[config.mk]
export PLATFORM = sky130hd
export DESIGN_NAME = double_ended_queue
export DESIGN_NICKNAME = d
export VERILOG_FILES = /design/src/dq_pkg.sv /design/src/dq_mem.sv /design/src/double_ended_queue.sv
export SDC_FILE = /design/constraint.sdc
export NUM_CORES = 1
export LEC_CHECK = 0
export ABC_AREA = 0
export BUFFER_PORTS_ARGS = -buffer_cell sky130_fd_sc_hd__buf_2
export CORE_MARGIN = 4
export CORE_UTILIZATION = 51
export CTS_BUF_LIST = sky130_fd_sc_hd__clkbuf_8
export DETAILED_ROUTE_END_ITERATION = 7
export GPL_TIMING_DRIVEN = 0
export MAX_ROUTING_LAYER = met4
export PLACE_DENSITY = 0.67
export REMOVE_ABC_BUFFERS = 1
export SYNTH_ARGS = -nofsm -noshare
export SYNTH_HDL_FRONTEND = slang
export SYNTH_SLANG_ARGS = --single-unit
[constraint.sdc]
create_clock -name clk_i -period 7.6 [get_ports clk_i]
set_input_delay 1.52 -clock clk_i [delete_from_list [all_inputs] [get_ports clk_i]]
set_output_delay 1.52 -clock clk_i [all_outputs]
set_load 0.1 [all_outputs]
[src/dq_pkg.sv]
`timescale 1ns / 1ps
// ----------------------------------------------------------------------------
// dq_pkg
// Types and constants shared by the double-ended queue and its storage.
// ----------------------------------------------------------------------------
`default_nettype none

package dq_pkg;

  localparam int unsigned DataW   = 32;
  localparam int unsigned OpW     = 3;
  localparam int unsigned StatusW = 2;
  localparam int unsigned CountW  = 6;

  typedef enum logic [OpW-1:0] {
    DQ_PUSH_FRONT = 3'd0,
    DQ_PUSH_BACK  = 3'd1,
    DQ_POP_FRONT  = 3'd2,
    DQ_POP_BACK   = 3'd3,
    DQ_CLEAR      = 3'd4,
    DQ_DUMP       = 3'd5
  } dq_op_e;

  typedef enum logic [StatusW-1:0] {
    DQ_OK    = 2'd0,
    DQ_EMPTY = 2'd1,
    DQ_FULL  = 2'd2
  } dq_status_e;

  typedef enum logic [1:0] {
    ST_IDLE,
    ST_POP,
    ST_DUMP
  } dq_state_e;

  typedef struct packed {
    dq_op_e                    opcode;
    logic signed [DataW-1:0]   data_value;
  } dq_req_t;

  typedef struct packed {
    logic signed [DataW-1:0]   out_value;
    dq_status_e                status;
    logic        [CountW-1:0]  entry_count;
    logic                      last_result;
  } dq_rsp_t;

endpackage

`default_nettype wire

[src/dq_mem.sv]
`timescale 1ns / 1ps
// ----------------------------------------------------------------------------
// dq_mem
// Entry storage: one write port, one read port, read data registered.
// ----------------------------------------------------------------------------
`default_nettype none

module dq_mem #(
  parameter int unsigned DEPTH = 32
) (
  input  wire logic                                clk_i,
  input  wire logic                                we_i,
  input  wire logic [$clog2(DEPTH)-1:0]            waddr_i,
  input  wire logic signed [dq_pkg::DataW-1:0]     wdata_i,
  input  wire logic                                re_i,
  input  wire logic [$clog2(DEPTH)-1:0]            raddr_i,
  output      logic signed [dq_pkg::DataW-1:0]     rdata_o
);

  logic signed [dq_pkg::DataW-1:0] mem_q [DEPTH];
  logic signed [dq_pkg::DataW-1:0] rdata_q;

  always_ff @(posedge clk_i) begin
    if (we_i) begin
      mem_q[waddr_i] <= wdata_i;
    end
  end

  always_ff @(posedge clk_i) begin
    if (re_i) begin
      rdata_q <= mem_q[raddr_i];
    end
  end

  assign rdata_o = rdata_q;

endmodule

`default_nettype wire

[src/double_ended_queue.sv]
`timescale 1ns / 1ps
// ----------------------------------------------------------------------------
// double_ended_queue
// Bounded deque of signed 32-bit values held in a circular RAM.
//
// Requests arrive on in_valid_i/in_ready_o with an opcode and a value;
// results leave on out_valid_o/out_ready_i through a single output register.
// Push, clear, a push to a full queue and a pop or dump of an empty queue
// give their result in the cycle after acceptance. A pop reads the RAM into
// its read register, which then loads the output register. A dump of N
// entries streams one entry per cycle from the RAM read port while the
// receiver accepts, and holds off new requests until the last one is
// delivered. Undefined opcodes are accepted and dropped without a result.
// A new request is taken in the idle state whenever the output register is
// empty or being drained, so back-to-back pushes run at one per cycle while
// the receiver accepts, and a pop holds off the next request until its result
// is loaded; the RAM read port sets the pop and dump pace. When the receiver
// stalls, the result holds and input stalls behind it. Reset empties the queue
// and the output register; RAM contents stay undefined; only live entries are read.
// ----------------------------------------------------------------------------
`default_nettype none

module double_ended_queue #(
  parameter int unsigned DEPTH = 32
) (
  input  wire logic            clk_i,
  input  wire logic            rst_ni,
  input  wire logic            in_valid_i,
  output      logic            in_ready_o,
  input  wire dq_pkg::dq_req_t in_req_i,
  output      logic            out_valid_o,
  input  wire logic            out_ready_i,
  output      dq_pkg::dq_rsp_t out_rsp_o
);

  localparam int unsigned IdxW = $clog2(DEPTH);
  localparam int unsigned CntW = $clog2(DEPTH + 1);
  localparam int unsigned SumW = IdxW + 1;

  function automatic logic [IdxW-1:0] wrap_idx(input logic [SumW-1:0] s);
    logic [SumW-1:0] r;
    r = (s >= SumW'(DEPTH)) ? (s - SumW'(DEPTH)) : s;
    return r[IdxW-1:0];
  endfunction

  dq_pkg::dq_state_e state_q, state_d;
  logic [IdxW-1:0]   front_q, front_d;
  logic [CntW-1:0]   count_q, count_d;
  logic [CntW-1:0]   issue_q, issue_d;
  logic [CntW-1:0]   deliver_q, deliver_d;
  logic              pending_q, pending_d;
  logic              out_valid_q, out_valid_d;
  dq_pkg::dq_rsp_t   out_rsp_q, out_rsp_d;

  logic                            mem_we;
  logic [IdxW-1:0]                 mem_waddr;
  logic                            mem_re;
  logic [IdxW-1:0]                 mem_raddr;
  logic signed [dq_pkg::DataW-1:0] mem_rdata;

  logic            out_free;
  logic            accept;
  logic            full;
  logic            empty;
  logic            take;
  logic            last;
  logic [IdxW-1:0] front_dec;
  logic [IdxW-1:0] front_inc;

  assign out_free  = !out_valid_q || out_ready_i;
  assign accept    = in_valid_i && in_ready_o;
  assign full      = (count_q == CntW'(DEPTH));
  assign empty     = (count_q == '0);
  assign front_dec = (front_q == '0) ? IdxW'(DEPTH - 1) : front_q - IdxW'(1);
  assign front_inc = (front_q == IdxW'(DEPTH - 1)) ? '0 : front_q + IdxW'(1);
  assign take      = pending_q && out_free;
  assign last      = (deliver_q == count_q - CntW'(1));

  always_comb begin
    state_d     = state_q;
    front_d     = front_q;
    count_d     = count_q;
    issue_d     = issue_q;
    deliver_d   = deliver_q;
    pending_d   = pending_q;
    out_valid_d = out_valid_q && !out_ready_i;
    out_rsp_d   = out_rsp_q;
    in_ready_o  = 1'b0;
    mem_we      = 1'b0;
    mem_waddr   = front_q;
    mem_re      = 1'b0;
    mem_raddr   = front_q;

    unique case (state_q)
      dq_pkg::ST_IDLE: begin
        in_ready_o = out_free;
        if (accept) begin
          unique case (in_req_i.opcode)
            dq_pkg::DQ_PUSH_FRONT, dq_pkg::DQ_PUSH_BACK: begin
              out_valid_d           = 1'b1;
              out_rsp_d.out_value   = '0;
              out_rsp_d.last_result = 1'b1;
              if (full) begin
                out_rsp_d.status      = dq_pkg::DQ_FULL;
                out_rsp_d.entry_count = dq_pkg::CountW'(count_q);
              end else begin
                mem_we = 1'b1;
                if (in_req_i.opcode == dq_pkg::DQ_PUSH_FRONT) begin
                  mem_waddr = front_dec;
                  front_d   = front_dec;
                end else begin
                  mem_waddr = wrap_idx(SumW'(front_q) + SumW'(count_q));
                end
                count_d               = count_q + CntW'(1);
                out_rsp_d.status      = dq_pkg::DQ_OK;
                out_rsp_d.entry_count = dq_pkg::CountW'(count_q + CntW'(1));
              end
            end
            dq_pkg::DQ_POP_FRONT, dq_pkg::DQ_POP_BACK, dq_pkg::DQ_DUMP: begin
              if (empty) begin
                out_valid_d           = 1'b1;
                out_rsp_d.out_value   = '0;
                out_rsp_d.status      = dq_pkg::DQ_EMPTY;
                out_rsp_d.entry_count = '0;
                out_rsp_d.last_result = 1'b1;
              end else begin
                mem_re    = 1'b1;
                pending_d = 1'b1;
                if (in_req_i.opcode == dq_pkg::DQ_DUMP) begin
                  mem_raddr = front_q;
                  issue_d   = CntW'(1);
                  deliver_d = '0;
                  state_d   = dq_pkg::ST_DUMP;
                end else begin
                  if (in_req_i.opcode == dq_pkg::DQ_POP_FRONT) begin
                    mem_raddr = front_q;
                    front_d   = front_inc;
                  end else begin
                    mem_raddr = wrap_idx(SumW'(front_q) + SumW'(count_q - CntW'(1)));
                  end
                  count_d = count_q - CntW'(1);
                  state_d = dq_pkg::ST_POP;
                end
              end
            end
            dq_pkg::DQ_CLEAR: begin
              count_d               = '0;
              out_valid_d           = 1'b1;
              out_rsp_d.out_value   = '0;
              out_rsp_d.status      = dq_pkg::DQ_OK;
              out_rsp_d.entry_count = '0;
              out_rsp_d.last_result = 1'b1;
            end
            default: begin
            end
          endcase
        end
      end

      dq_pkg::ST_POP: begin
        if (take) begin
          out_valid_d           = 1'b1;
          out_rsp_d.out_value   = mem_rdata;
          out_rsp_d.status      = dq_pkg::DQ_OK;
          out_rsp_d.entry_count = dq_pkg::CountW'(count_q);
          out_rsp_d.last_result = 1'b1;
          pending_d             = 1'b0;
          state_d               = dq_pkg::ST_IDLE;
        end
      end

      dq_pkg::ST_DUMP: begin
        if (take) begin
          out_valid_d           = 1'b1;
          out_rsp_d.out_value   = mem_rdata;
          out_rsp_d.status      = dq_pkg::DQ_OK;
          out_rsp_d.entry_count = dq_pkg::CountW'(count_q);
          out_rsp_d.last_result = last;
          deliver_d             = deliver_q + CntW'(1);
          pending_d             = 1'b0;
          if (last) begin
            state_d = dq_pkg::ST_IDLE;
          end
        end
        if ((issue_q < count_q) && (!pending_q || take)) begin
          mem_re    = 1'b1;
          mem_raddr = wrap_idx(SumW'(front_q) + SumW'(issue_q));
          issue_d   = issue_q + CntW'(1);
          pending_d = 1'b1;
        end
      end

      default: begin
        state_d = dq_pkg::ST_IDLE;
      end
    endcase
  end

  always_ff @(posedge clk_i or negedge rst_ni) begin
    if (!rst_ni) begin
      state_q     <= dq_pkg::ST_IDLE;
      front_q     <= '0;
      count_q     <= '0;
      issue_q     <= '0;
      deliver_q   <= '0;
      pending_q   <= 1'b0;
      out_valid_q <= 1'b0;
    end else begin
      state_q     <= state_d;
      front_q     <= front_d;
      count_q     <= count_d;
      issue_q     <= issue_d;
      deliver_q   <= deliver_d;
      pending_q   <= pending_d;
      out_valid_q <= out_valid_d;
    end
  end

  always_ff @(posedge clk_i) begin
    out_rsp_q <= out_rsp_d;
  end

  dq_mem #(
    .DEPTH (DEPTH)
  ) u_dq_mem (
    .clk_i   (clk_i),
    .we_i    (mem_we),
    .waddr_i (mem_waddr),
    .wdata_i (in_req_i.data_value),
    .re_i    (mem_re),
    .raddr_i (mem_raddr),
    .rdata_o (mem_rdata)
  );

  assign out_valid_o = out_valid_q;
  assign out_rsp_o   = out_rsp_q;

endmodule

`default_nettype wire

Yosys cells after proc, flatten, opt, wreduce, memory -nomap -nowiden
Memories as Yosys holds them, arrays and structs flattened. A register that Yosys moved wholly into a read port is not among the register bits.
Index checks and enable logic that the tools add are counted.
Word-level totals
  bits of input ports: 39
  logic and storage cells: 158
  output and inout port bits: 43
  memories: 1
  memory bits (writable): 1024
  register bits: 68
Memory list
  u_dq_mem.mem_q: depth 32, bits a word 32, rd ports 1, clocked after memory_dff 1, wr ports 1, line dq_mem.sv:20  | logic signed [dq_pkg::DataW-1:0] mem_q [DEPTH];
Operators by class
  $add $sub $neg: 12
  equal/unequal tests: 25
  order comparisons: 4
  reductions and logical operators: 28
  mux-type cells: 77
Operators by type and width (number)
  41-bit one-hot mux with 3 select lines: 2
  41-bit two-way mux: 4
  5-bit two-way mux: 21
  6-bit two-way mux: 13
  6-bit AND reduction: 5
  2-bit inequality test (second input constant): 12
  6-bit one-hot mux with 2 select lines: 2
  5-bit one-hot mux with 2 select lines: 2
  5-bit by 1-bit subtractor with 5-bit output (second input constant): 4
  1-bit two-way mux: 19
  5-bit by 6-bit adder with 6-bit output: 3
  6-bit by 1-bit adder with 6-bit output (second input constant): 3
  6-bit greater-or-equal comparator (second input constant): 3
  6-bit one-hot mux with 3 select lines: 1
  2-bit two-way mux: 7
  8-bit two-way mux: 1
  8-bit AND reduction: 1
  3-bit by 2-bit equality test with 1-bit output (second input constant): 2
  3-bit equality test (second input constant): 2
  6-bit equality test: 1
  6-bit equality test (second input constant): 1
  6-bit logical NOT: 1
  6-bit less-than comparator: 1
  1-bit one-hot mux with 2 select lines: 3
  22 further kinds: 32

Depth between registers and ports, before layout
Gate-level depths: netlist (run 1).
  depth after elaboration: 10
  gate-level depth with buffers: 15
  depth with buffers taken out: 13

Modules after synthesis
A second synthesis (run 1) with hierarchy kept.
Unflattened totals
  cells, all modules: 2717
  area, all modules: 45280.9 µm²
By module, submodules not included
  dq_mem: cells each 2260, instances 1, area each 40812.9 µm², sequential area each 31710.4 µm²
  double_ended_queue: cells each 457, instances 1, area each 4468.0 µm², sequential area each 1906.8 µm²

Worst setup path before layout (run 1)
OpenSTA, ideal clock, no wires.
  path type: input-to-reg
  from: in in_req_i[34] in the netlist's numbering
  to: reg out_rsp_q, in the netlist out_rsp_o[0], enable pin
  data arrival time: 5.120 ns
  buffers on the path: 2
  data required time: 7.110 ns
  slack: 1.990 ns
  cell stages on the path: 7
  cells stage by stage: clkbuf_1 > clkbuf_1 > o21ai_0 > nand2_1 > nor2_1 > nor2_1 > nor3_1
On the way
  longest elaborated chain between the ends: 4
  elaborated cells on any way between the ends: 11
  classes of those cells: 7 x eq/ne; 4 x reduce/logical
Ends and longest elaborated chain
  start, declared: line double_ended_queue.sv:30  | input wire dq_pkg::dq_req_t in_req_i,
  3-bit equality test, or another cell as far along: line double_ended_queue.sv:98  | unique case (in_req_i.opcode)
  3-bit OR reduction / 2-bit OR reduction (equally long branches): line double_ended_queue.sv:98
  4-bit by 1-bit inequality test with 1-bit output (no line) / 3-bit inequality test (equally long branches)
  6-bit AND reduction (no line) (*)
  end signal, assigned: line double_ended_queue.sv:220  | out_rsp_q <= out_rsp_d;
  end, declared: line double_ended_queue.sv:53  | dq_pkg::dq_rsp_t out_rsp_q, out_rsp_d;
Mark *: on every way between the ends. The rest lies on a longest branch, timed or not.
A chain may end at the register's enable or synchronous reset.

Worst setup path in the final report (run 1)
  from: reg count_q[0]
  to: reg u_dq_mem.rdata_q, in the netlist u_dq_mem.rdata_o[12] (read register of u_dq_mem.mem_q) (data pin)
On the way
  longest elaborated chain between the ends: 10
  elaborated cells on any way between the ends: 20
  classes of those cells: 3 x add/sub; 2 x order compare; 13 x mux; 2 x reduce/logical
Ends and longest elaborated chain
  start, declared: line double_ended_queue.sv:48  | logic [CntW-1:0] count_q, count_d;
  start signal, assigned: line double_ended_queue.sv:211  | count_q <= count_d;
  6-bit by 1-bit subtractor with 6-bit output: line double_ended_queue.sv:139  | mem_raddr = wrap_idx(SumW'(front_q) + SumW'(count_q - CntW'(1)));
  5-bit by 6-bit adder with 6-bit output: line double_ended_queue.sv:139
  5-bit by 1-bit subtractor with 5-bit output / 6-bit greater-or-equal comparator (equally long branches): line double_ended_queue.sv:42  | r = (s >= SumW'(DEPTH)) ? (s - SumW'(DEPTH)) : s;
  5-bit two-way mux: line double_ended_queue.sv:42
  5-bit two-way mux: line double_ended_queue.sv:135  | if (in_req_i.opcode == dq_pkg::DQ_POP_FRONT) begin
  5-bit two-way mux: line double_ended_queue.sv:129  | if (in_req_i.opcode == dq_pkg::DQ_DUMP) begin
  5-bit two-way mux: line double_ended_queue.sv:120  | if (empty) begin
  5-bit two-way mux: line double_ended_queue.sv:98
  5-bit two-way mux: line double_ended_queue.sv:97  | if (accept) begin
  5-bit one-hot mux with 2 select lines: line double_ended_queue.sv:94  | unique case (state_q)
  end, declared: line dq_mem.sv:21  | logic signed [dq_pkg::DataW-1:0] rdata_q;
Parallel ways exist; a longest one is shown, timed or not.

==> results of run 1 <==
flip-flops by register name, summed over array words and instances (netlist names):
name              flops
u_dq_mem.rdata_o     32
front_q               5
out_rsp_o            41
state_q               2
count_q               6
u_dq_mem.mem_q     1024
deliver_q             6
pending_q             1
out_valid_o           1
issue_q               6
cell families (layout without fill, tap and decap cells):
logic type / count (synthesis) / in the layout / share of synthesized area
AND/OR/NAND/NOR: 1301 / 1301 / 0.129
flip-flops: 1124 / 1124 / 0.740
adder cells (fa/ha/maj): 31 / 31 / 0.00903
multiplexers: 137 / 137 / 0.0303
XOR/XNOR: 33 / 33 / 0.00653
AO/OA/AOI/OAI: 369 / 369 / 0.0606
buffers and inverters: 225 / 510 / 0.0247
other: 0 / 9 / 0
per-layer routing:
layer | vias to the layer above | track usage
met5 | - | -
met4 | 0 | 0.111
met3 | 335 | 0.0532
met2 | 1667 | 0.396
met1 | 14400 | 0.359
li1 | 12500 | -
worst register-to-register path: cells and delay by family, from the launching register on:
| kind | cells | cell delay, ns |
|---|---|---|
| xor gates and xnor gates | 2 | 0.62 |
| buffers and inverters | 5 | 1.35 |
| and+or+nand+nor | 5 | 1.62 |
| AOI/OAI and AO/OA | 1 | 0.71 |
| adders and majority gates | 2 | 0.65 |
| DFF | 1 | 0.59 |
cell usage after synthesis (5+ instances only):
cell type	instances	area share
a211oi_1	69	0.011
a21o_1	5	0.00083
a21oi_1	25	0.0028
a22oi_1	5	0.00083
a31oi_1	69	0.0095
a32oi_1	94	0.018
and2_1	40	0.0055
and3_1	70	0.0096
buf_2	92	0.010
buf_4	19	0.0031
buf_6	12	0.0030
clkbuf_1	79	0.0065
dfrtp_1	27	0.015
edfxtp_1	1097	0.72
ha_1	28	0.0077
inv_1	17	0.0014
mux2_2	5	0.0012
mux2i_1	132	0.029
nand2_1	735	0.061
nand2b_1	8	0.0011
nand3_1	267	0.029
nand4_1	69	0.0095
nor2_1	72	0.0059
nor2b_1	7	0.00096
nor3_1	9	0.00099
o2111ai_1	31	0.0060
o21a_1	6	0.00099
o21ai_0	37	0.0041
xnor2_1	17	0.0033
xor2_1	15	0.0029
final cells by class:
cell class / count / share of cell area
diodes: 9 / 0.000433
inverters: 18 / 0.00130
flip-flops and latches: 1124 / 0.647
multi-input cells: 1871 / 0.212
well taps: 1165 / 0.0281
clock inverters: 140 / 0.0144
clock buffers: 178 / 0.0472
repair buffers: 174 / 0.0495
path summary, 6_finish.rpt:
path,startpoint,endpoint,slack [ns],depth (start not counted)
worst max-delay path,count_q[0]$_DFFE_PN0P_,u_dq_mem.rdata_o[12]$_DFFE_PP_,1.72,15
worst min-delay path,u_dq_mem.rdata_o[19]$_DFFE_PP_,out_rsp_o[28]$_DFFE_PP_,0.52,1
worst max register to register,count_q[0]$_DFFE_PN0P_,u_dq_mem.rdata_o[12]$_DFFE_PP_,1.72,15
worst min register to register,u_dq_mem.rdata_o[19]$_DFFE_PP_,out_rsp_o[28]$_DFFE_PP_,0.52,1
max in group asynchronous,rst_ni,count_q[5]$_DFFE_PN0P_,6.43,1
min in group asynchronous,rst_ni,front_q[0]$_DFFE_PN0P_,0.72,1
stage by stage:
stage                     instances  setup TNS [ns]  utilization
after detailed placement       4352               0        0.551
after global placement         4259         -421.08        0.523
after CTS                      4670               0        0.588
final                          4679               0        0.588
after global routing           4677               0        0.588
after floorplan                3013          -87.25            -
placed cells by master (no fill, tap or decap), types with 7 or more instances in the layout:
master / netlist / final
and2_1: 40 / 37
clkinv_1: 0 / 48
buf_8: 0 / 7
a32oi_1: 94 / 94
a31oi_1: 69 / 69
nor2_4: 3 / 36
xor2_1: 15 / 15
nand2_1: 735 / 733
dfrtp_1: 27 / 27
buf_16: 0 / 51
nand3_1: 267 / 266
mux2i_1: 132 / 132
a21oi_1: 25 / 25
ha_1: 28 / 28
inv_1: 17 / 78
a211oi_1: 69 / 69
xnor2_1: 17 / 17
nor3_1: 9 / 8
buf_12: 0 / 30
diode_2: 0 / 9
nand2b_1: 8 / 8
o21ai_0: 37 / 37
edfxtp_1: 1097 / 1097
buf_2: 92 / 81
o2111ai_1: 31 / 31
nor2_1: 72 / 40
clkbuf_8: 0 / 178
nand4_1: 69 / 69
nor2b_1: 7 / 7
and3_1: 70 / 68
clkinv_2: 0 / 13
==> results.sh, run 1 <==
export IMPL_finalSetupViolations=0
export IMPL_die_y_microns=307
export IMPL_grt_pass1_vias=28100
export IMPL_fmax_mhz=170
export IMPL_area_growth_pct=14.3
export IMPL_wl_met3_microns=13000
export IMPL_maxCapViolCount=0
export IMPL_viasPerCell=6.18
export IMPL_syn_area_per_cell_sq_um=14.1
export IMPL_required_ns=8.13
export IMPL_yosysSeqAreaShare=0.740
export IMPL_grt_overflow=0
export IMPL_tightestPinTransition_ns=1.26
export IMPL_cpPeakStageDelay_ns=0.71
export IMPL_htree_levels=4
export IMPL_drc=0
export IMPL_whs_ns=0.518
export IMPL_crit_arrival_ns=6.41
export IMPL_io_pins=82
export IMPL_yosysWarnings=0
export IMPL_critPathCaptureType="register"
export IMPL_synth_edf_count=1097
export IMPL_relSlewSlack=0.133
export IMPL_ant_nets=0
export IMPL_layout_drive_gt1_share=0.128
export IMPL_finalCritPeriodShare=0.774
export IMPL_wl_microns=123000
export IMPL_wl_per_cell_microns=26.3
export IMPL_seqCellArea_sq_um=33600
export IMPL_ys_ff_latch=1124
export IMPL_worst_path_most_repeated_cell="buf_16"
export IMPL_grt_pass1_wl_microns=179000
export IMPL_cts_buffers=176
export IMPL_path_buf_inv=5
export IMPL_synthCells=3220
export IMPL_antenna_found_initial=6
export IMPL_first_pass_iters=6
export IMPL_worstHoldPathType="reg -> reg"
export IMPL_place_ws_ns=1.49
export IMPL_async_flop_share=0.0240
export IMPL_fin_area_sq_um=52000
export IMPL_top_layer="met4"
export IMPL_placementRows=109
export IMPL_grt_max_degree=85
export IMPL_synthesis_area_sq_um=45400
export IMPL_clkLatencyLatePin_ns=0.86
export IMPL_path_class="reg -> reg"
export IMPL_clk_pin_slew_ns=0.06
export IMPL_io_buffers=81
export IMPL_setup_ws_ns=1.72
export IMPL_fillers=6572
export IMPL_cts_root_buf="clkbuf_8"
export IMPL_clock_path_buffers=3
export IMPL_period_minus_slack_ns=5.88
export IMPL_skew_ns=0.0531
export IMPL_dr_total_vias=28900
export IMPL_synthDistinctLibCells=68
export IMPL_slowest_stage="o211ai_4"
export IMPL_maxSlewViolCount=0
export IMPL_post_cts_setup_buffers=0
export IMPL_outcome="finished, final reports clean"
export IMPL_first_iter_violations=3667
export IMPL_cts_repair_resized=0
export IMPL_cp_start_kind="register"
export IMPL_multi_input_area_sq_um=11000
export IMPL_dr_wl_met2_microns=56600
export IMPL_crit_chain="inv_1, ha_1, xor2_1, ha_1, xor2_1, o211ai_4, buf_16, nand2_4, buf_16, buf_16, nor2_4, buf_16, nand3_1, nand4_1, nand4_1"
export IMPL_path_max_fanout=82
export IMPL_cts_tree="built"
export IMPL_start_util=0.514
export IMPL_synthFlopType="edfxtp_1"
export IMPL_grt_use_total=0.265
export IMPL_drt_met1_wl_microns=48800
export IMPL_core_sq_um=88400
export IMPL_clock_sinks=1124
export IMPL_die_x_microns=307
export IMPL_rsz0062_at_grt="no"
export IMPL_hold_viol_final=0
export IMPL_die_area_sq_um=93900
export IMPL_holdBufCountCts=0
export IMPL_dp_hpwl_microns=73700
export IMPL_place_area_sq_um=48700
export IMPL_globalplace_congestion=0.842
export IMPL_num_nets_final=3435
export IMPL_cp_top_family="simple AND/OR/NAND/NOR gates"
Power of run 1 is not shown: default switching activity piles up to over one toggle a cycle in this logic, so the estimate is an artifact.
==> run 2, diff against run 1 <==
Settings changed: PLACE_DENSITY 0.67 to 0.69.
Clock period 7.6 ns to 4.8 ns, I/O delays scaled along.
==> results.sh, run 2 (synthesis gave the netlist of run 1 again) <==
export IMPL_wl_microns=120000
export IMPL_layout_commonest_cell="edfxtp_1"
export IMPL_htree_levels=4
export IMPL_path_class="reg -> reg"
export IMPL_slowest_stage="fa_1"
export IMPL_die_x_microns=307
export IMPL_critPathCaptureType="register"
export IMPL_first_pass_iters=5
export IMPL_holdBufCountCts=0
export IMPL_ant_nets=0
export IMPL_largest_reg_flops=1024
export IMPL_finalSetupViolations=0
export IMPL_grt_use_met2=0.371
export IMPL_clk_pin_slew_ns=0.07
export IMPL_num_nets_final=3454
export IMPL_cts_tree="built"
export IMPL_clock_sinks=1124
export IMPL_r2r_start="count_q[1]$_DFFE_PN0P_"
export IMPL_clock_path_buffers=3
export IMPL_tightestPinTransition_ns=1.16
export IMPL_wl_per_cell_microns=25.6
export IMPL_skew_ns=0.0446
export IMPL_rr_endpoint="u_dq_mem.rdata_o[25]$_DFFE_PP_"
export IMPL_place_area_sq_um=48700
export IMPL_grt_use_met3=0.0521
export IMPL_cp_start_kind="register"
export IMPL_globalplace_congestion=0.834
export IMPL_grt_max_degree=78
export IMPL_area_growth_pct=14.6
export IMPL_io_buffers=81
export IMPL_layout_common_cells="edfxtp_1, nand2_1, nand3_1"
export IMPL_grt_met1_usage=0.363
export IMPL_maxCapViolCount=0
export IMPL_fin_area_sq_um=52100
export IMPL_finalCritPeriodShare=0.951
export IMPL_reg2reg_depth=15
export IMPL_die_y_microns=307
export IMPL_busiest_layer="met2"
export IMPL_maxSlewViolCount=0
export IMPL_die_area_sq_um=93900
export IMPL_cts_buffers=173
export IMPL_period_minus_slack_ns=4.57
export IMPL_hold_viol_final=0
export IMPL_multi_input_area_sq_um=11100
export IMPL_antenna_found_initial=7
export IMPL_drc=0
export IMPL_cp_top_family="buffers and inverters"
export IMPL_clkLatencyLatePin_ns=0.85
export IMPL_cpPeakStageDelay_ns=0.50
export IMPL_grt_overflow=0
export IMPL_regMostFlops="u_dq_mem.mem_q"
export IMPL_worstHoldPathType="in -> async"
export IMPL_io_pins=82
export IMPL_placementRows=109
export IMPL_dp_hpwl_microns=70300
export IMPL_crit_chain="inv_1, ha_1, inv_1, fa_1, inv_1, nor3_1, a31oi_4, nand3_4, buf_16, buf_12, buf_16, mux2i_1, a32oi_1, nand4_1, nand4_1"
export IMPL_first_iter_violations=3718
export IMPL_path_max_fanout=63
export IMPL_seqCellArea_sq_um=33600
export IMPL_fillers=6567
export IMPL_grt_pass1_vias=27500
export IMPL_r2r_slack_ns=0.23
export IMPL_dr_total_vias=28900
export IMPL_required_ns=5.32
export IMPL_fmax_mhz=219
export IMPL_layout_drive_gt1_share=0.135
export IMPL_grt_use_total=0.259
export IMPL_outcome="finished, final reports clean"
export IMPL_relSlewSlack=0.206
export IMPL_grt_pass1_wl_microns=175000
export IMPL_core_sq_um=88400
export IMPL_crit_arrival_ns=5.08
export IMPL_path_buf_inv=6
export IMPL_cts_root_buf="clkbuf_8"
export IMPL_start_util=0.514
export IMPL_worst_path_most_repeated_cell="inv_1"
export IMPL_viasPerCell=6.16
==> run 2: cell types whose count changed in the layout (fill, tap and decap cells not counted), moves of 4 or more <==
cell	previous run	this run
clkinv_1	48	41
inv_1	78	74
buf_8	7	3
buf_4	0	15
diode_2	9	5
buf_12	30	38
==> run 2: final cells by class <==
cell class | count | area share
Sequential cell | 1124 | 0.645
Multi-Input combinational cell | 1875 | 0.213
Timing Repair Buffer | 192 | 0.0532
Clock buffer | 176 | 0.0465
Tap cell | 1165 | 0.0280
Clock inverter | 128 | 0.0125
Inverter | 18 | 0.00130
Antenna cell | 5 | 0.000240
==> run 2: what timing repair did <==
action / 4_1_cts / 5_1_grt
buffers inserted: 14 / 6
pin swaps: 8 / 8
setup endpoints to repair: 32 / 119
gates cloned: 4 / 0
hold endpoints to repair: 0 / 0
gates resized for setup: 5 / 4
==> run 2: per-stage QoR <==
stage                     std cells  setup TNS [ns]  utilization  setup slack, ns  hold slack, ns
after floorplan                3013         -166.03            -            -5.02           0.497
after global placement         4259        -2558.93        0.523           -13.33           0.504
after detailed placement       4350          -18.12        0.551           -0.691           0.503
after CTS                      4672               0        0.588           0.0962           0.128
after global routing           4683         -0.0361        0.590          -0.0156           0.183
final                          4683               0        0.590            0.235           0.180
==> run 2: metal layers <==
layer  routed length [microns]  vias up
li1                          -    12500
met1                     48300    14200
met2                     53200     1756
met3                     13100      358
met4                      5150        0
met5                         0        -
==> run 2: worst max-delay path by stage <==
| stage | startpoint | endpoint | slack, ns | depth (start not counted) |
|---|---|---|---|---|
| after global routing | front_q[1]$_DFFE_PN0P_ | u_dq_mem.mem_q[12][12]$_DFFE_PP_ | -0.02 | 12 |
| after global placement | count_q[0]$_DFFE_PN0P_ | u_dq_mem.rdata_o[30]$_DFFE_PP_ | -13.33 | 11 |
| after floorplan | out_valid_o$_DFF_PN0_ | u_dq_mem.rdata_o[0]$_DFFE_PP_ | -5.02 | 8 |
| after CTS | count_q[0]$_DFFE_PN0P_ | u_dq_mem.rdata_o[25]$_DFFE_PP_ | 0.1 | 14 |
| final | count_q[1]$_DFFE_PN0P_ | u_dq_mem.rdata_o[25]$_DFFE_PP_ | 0.23 | 15 |
| after detailed placement | count_q[0]$_DFFE_PN0P_ | u_dq_mem.rdata_o[25]$_DFFE_PP_ | -0.69 | 13 |
Power of run 2 is left out for the same reason.
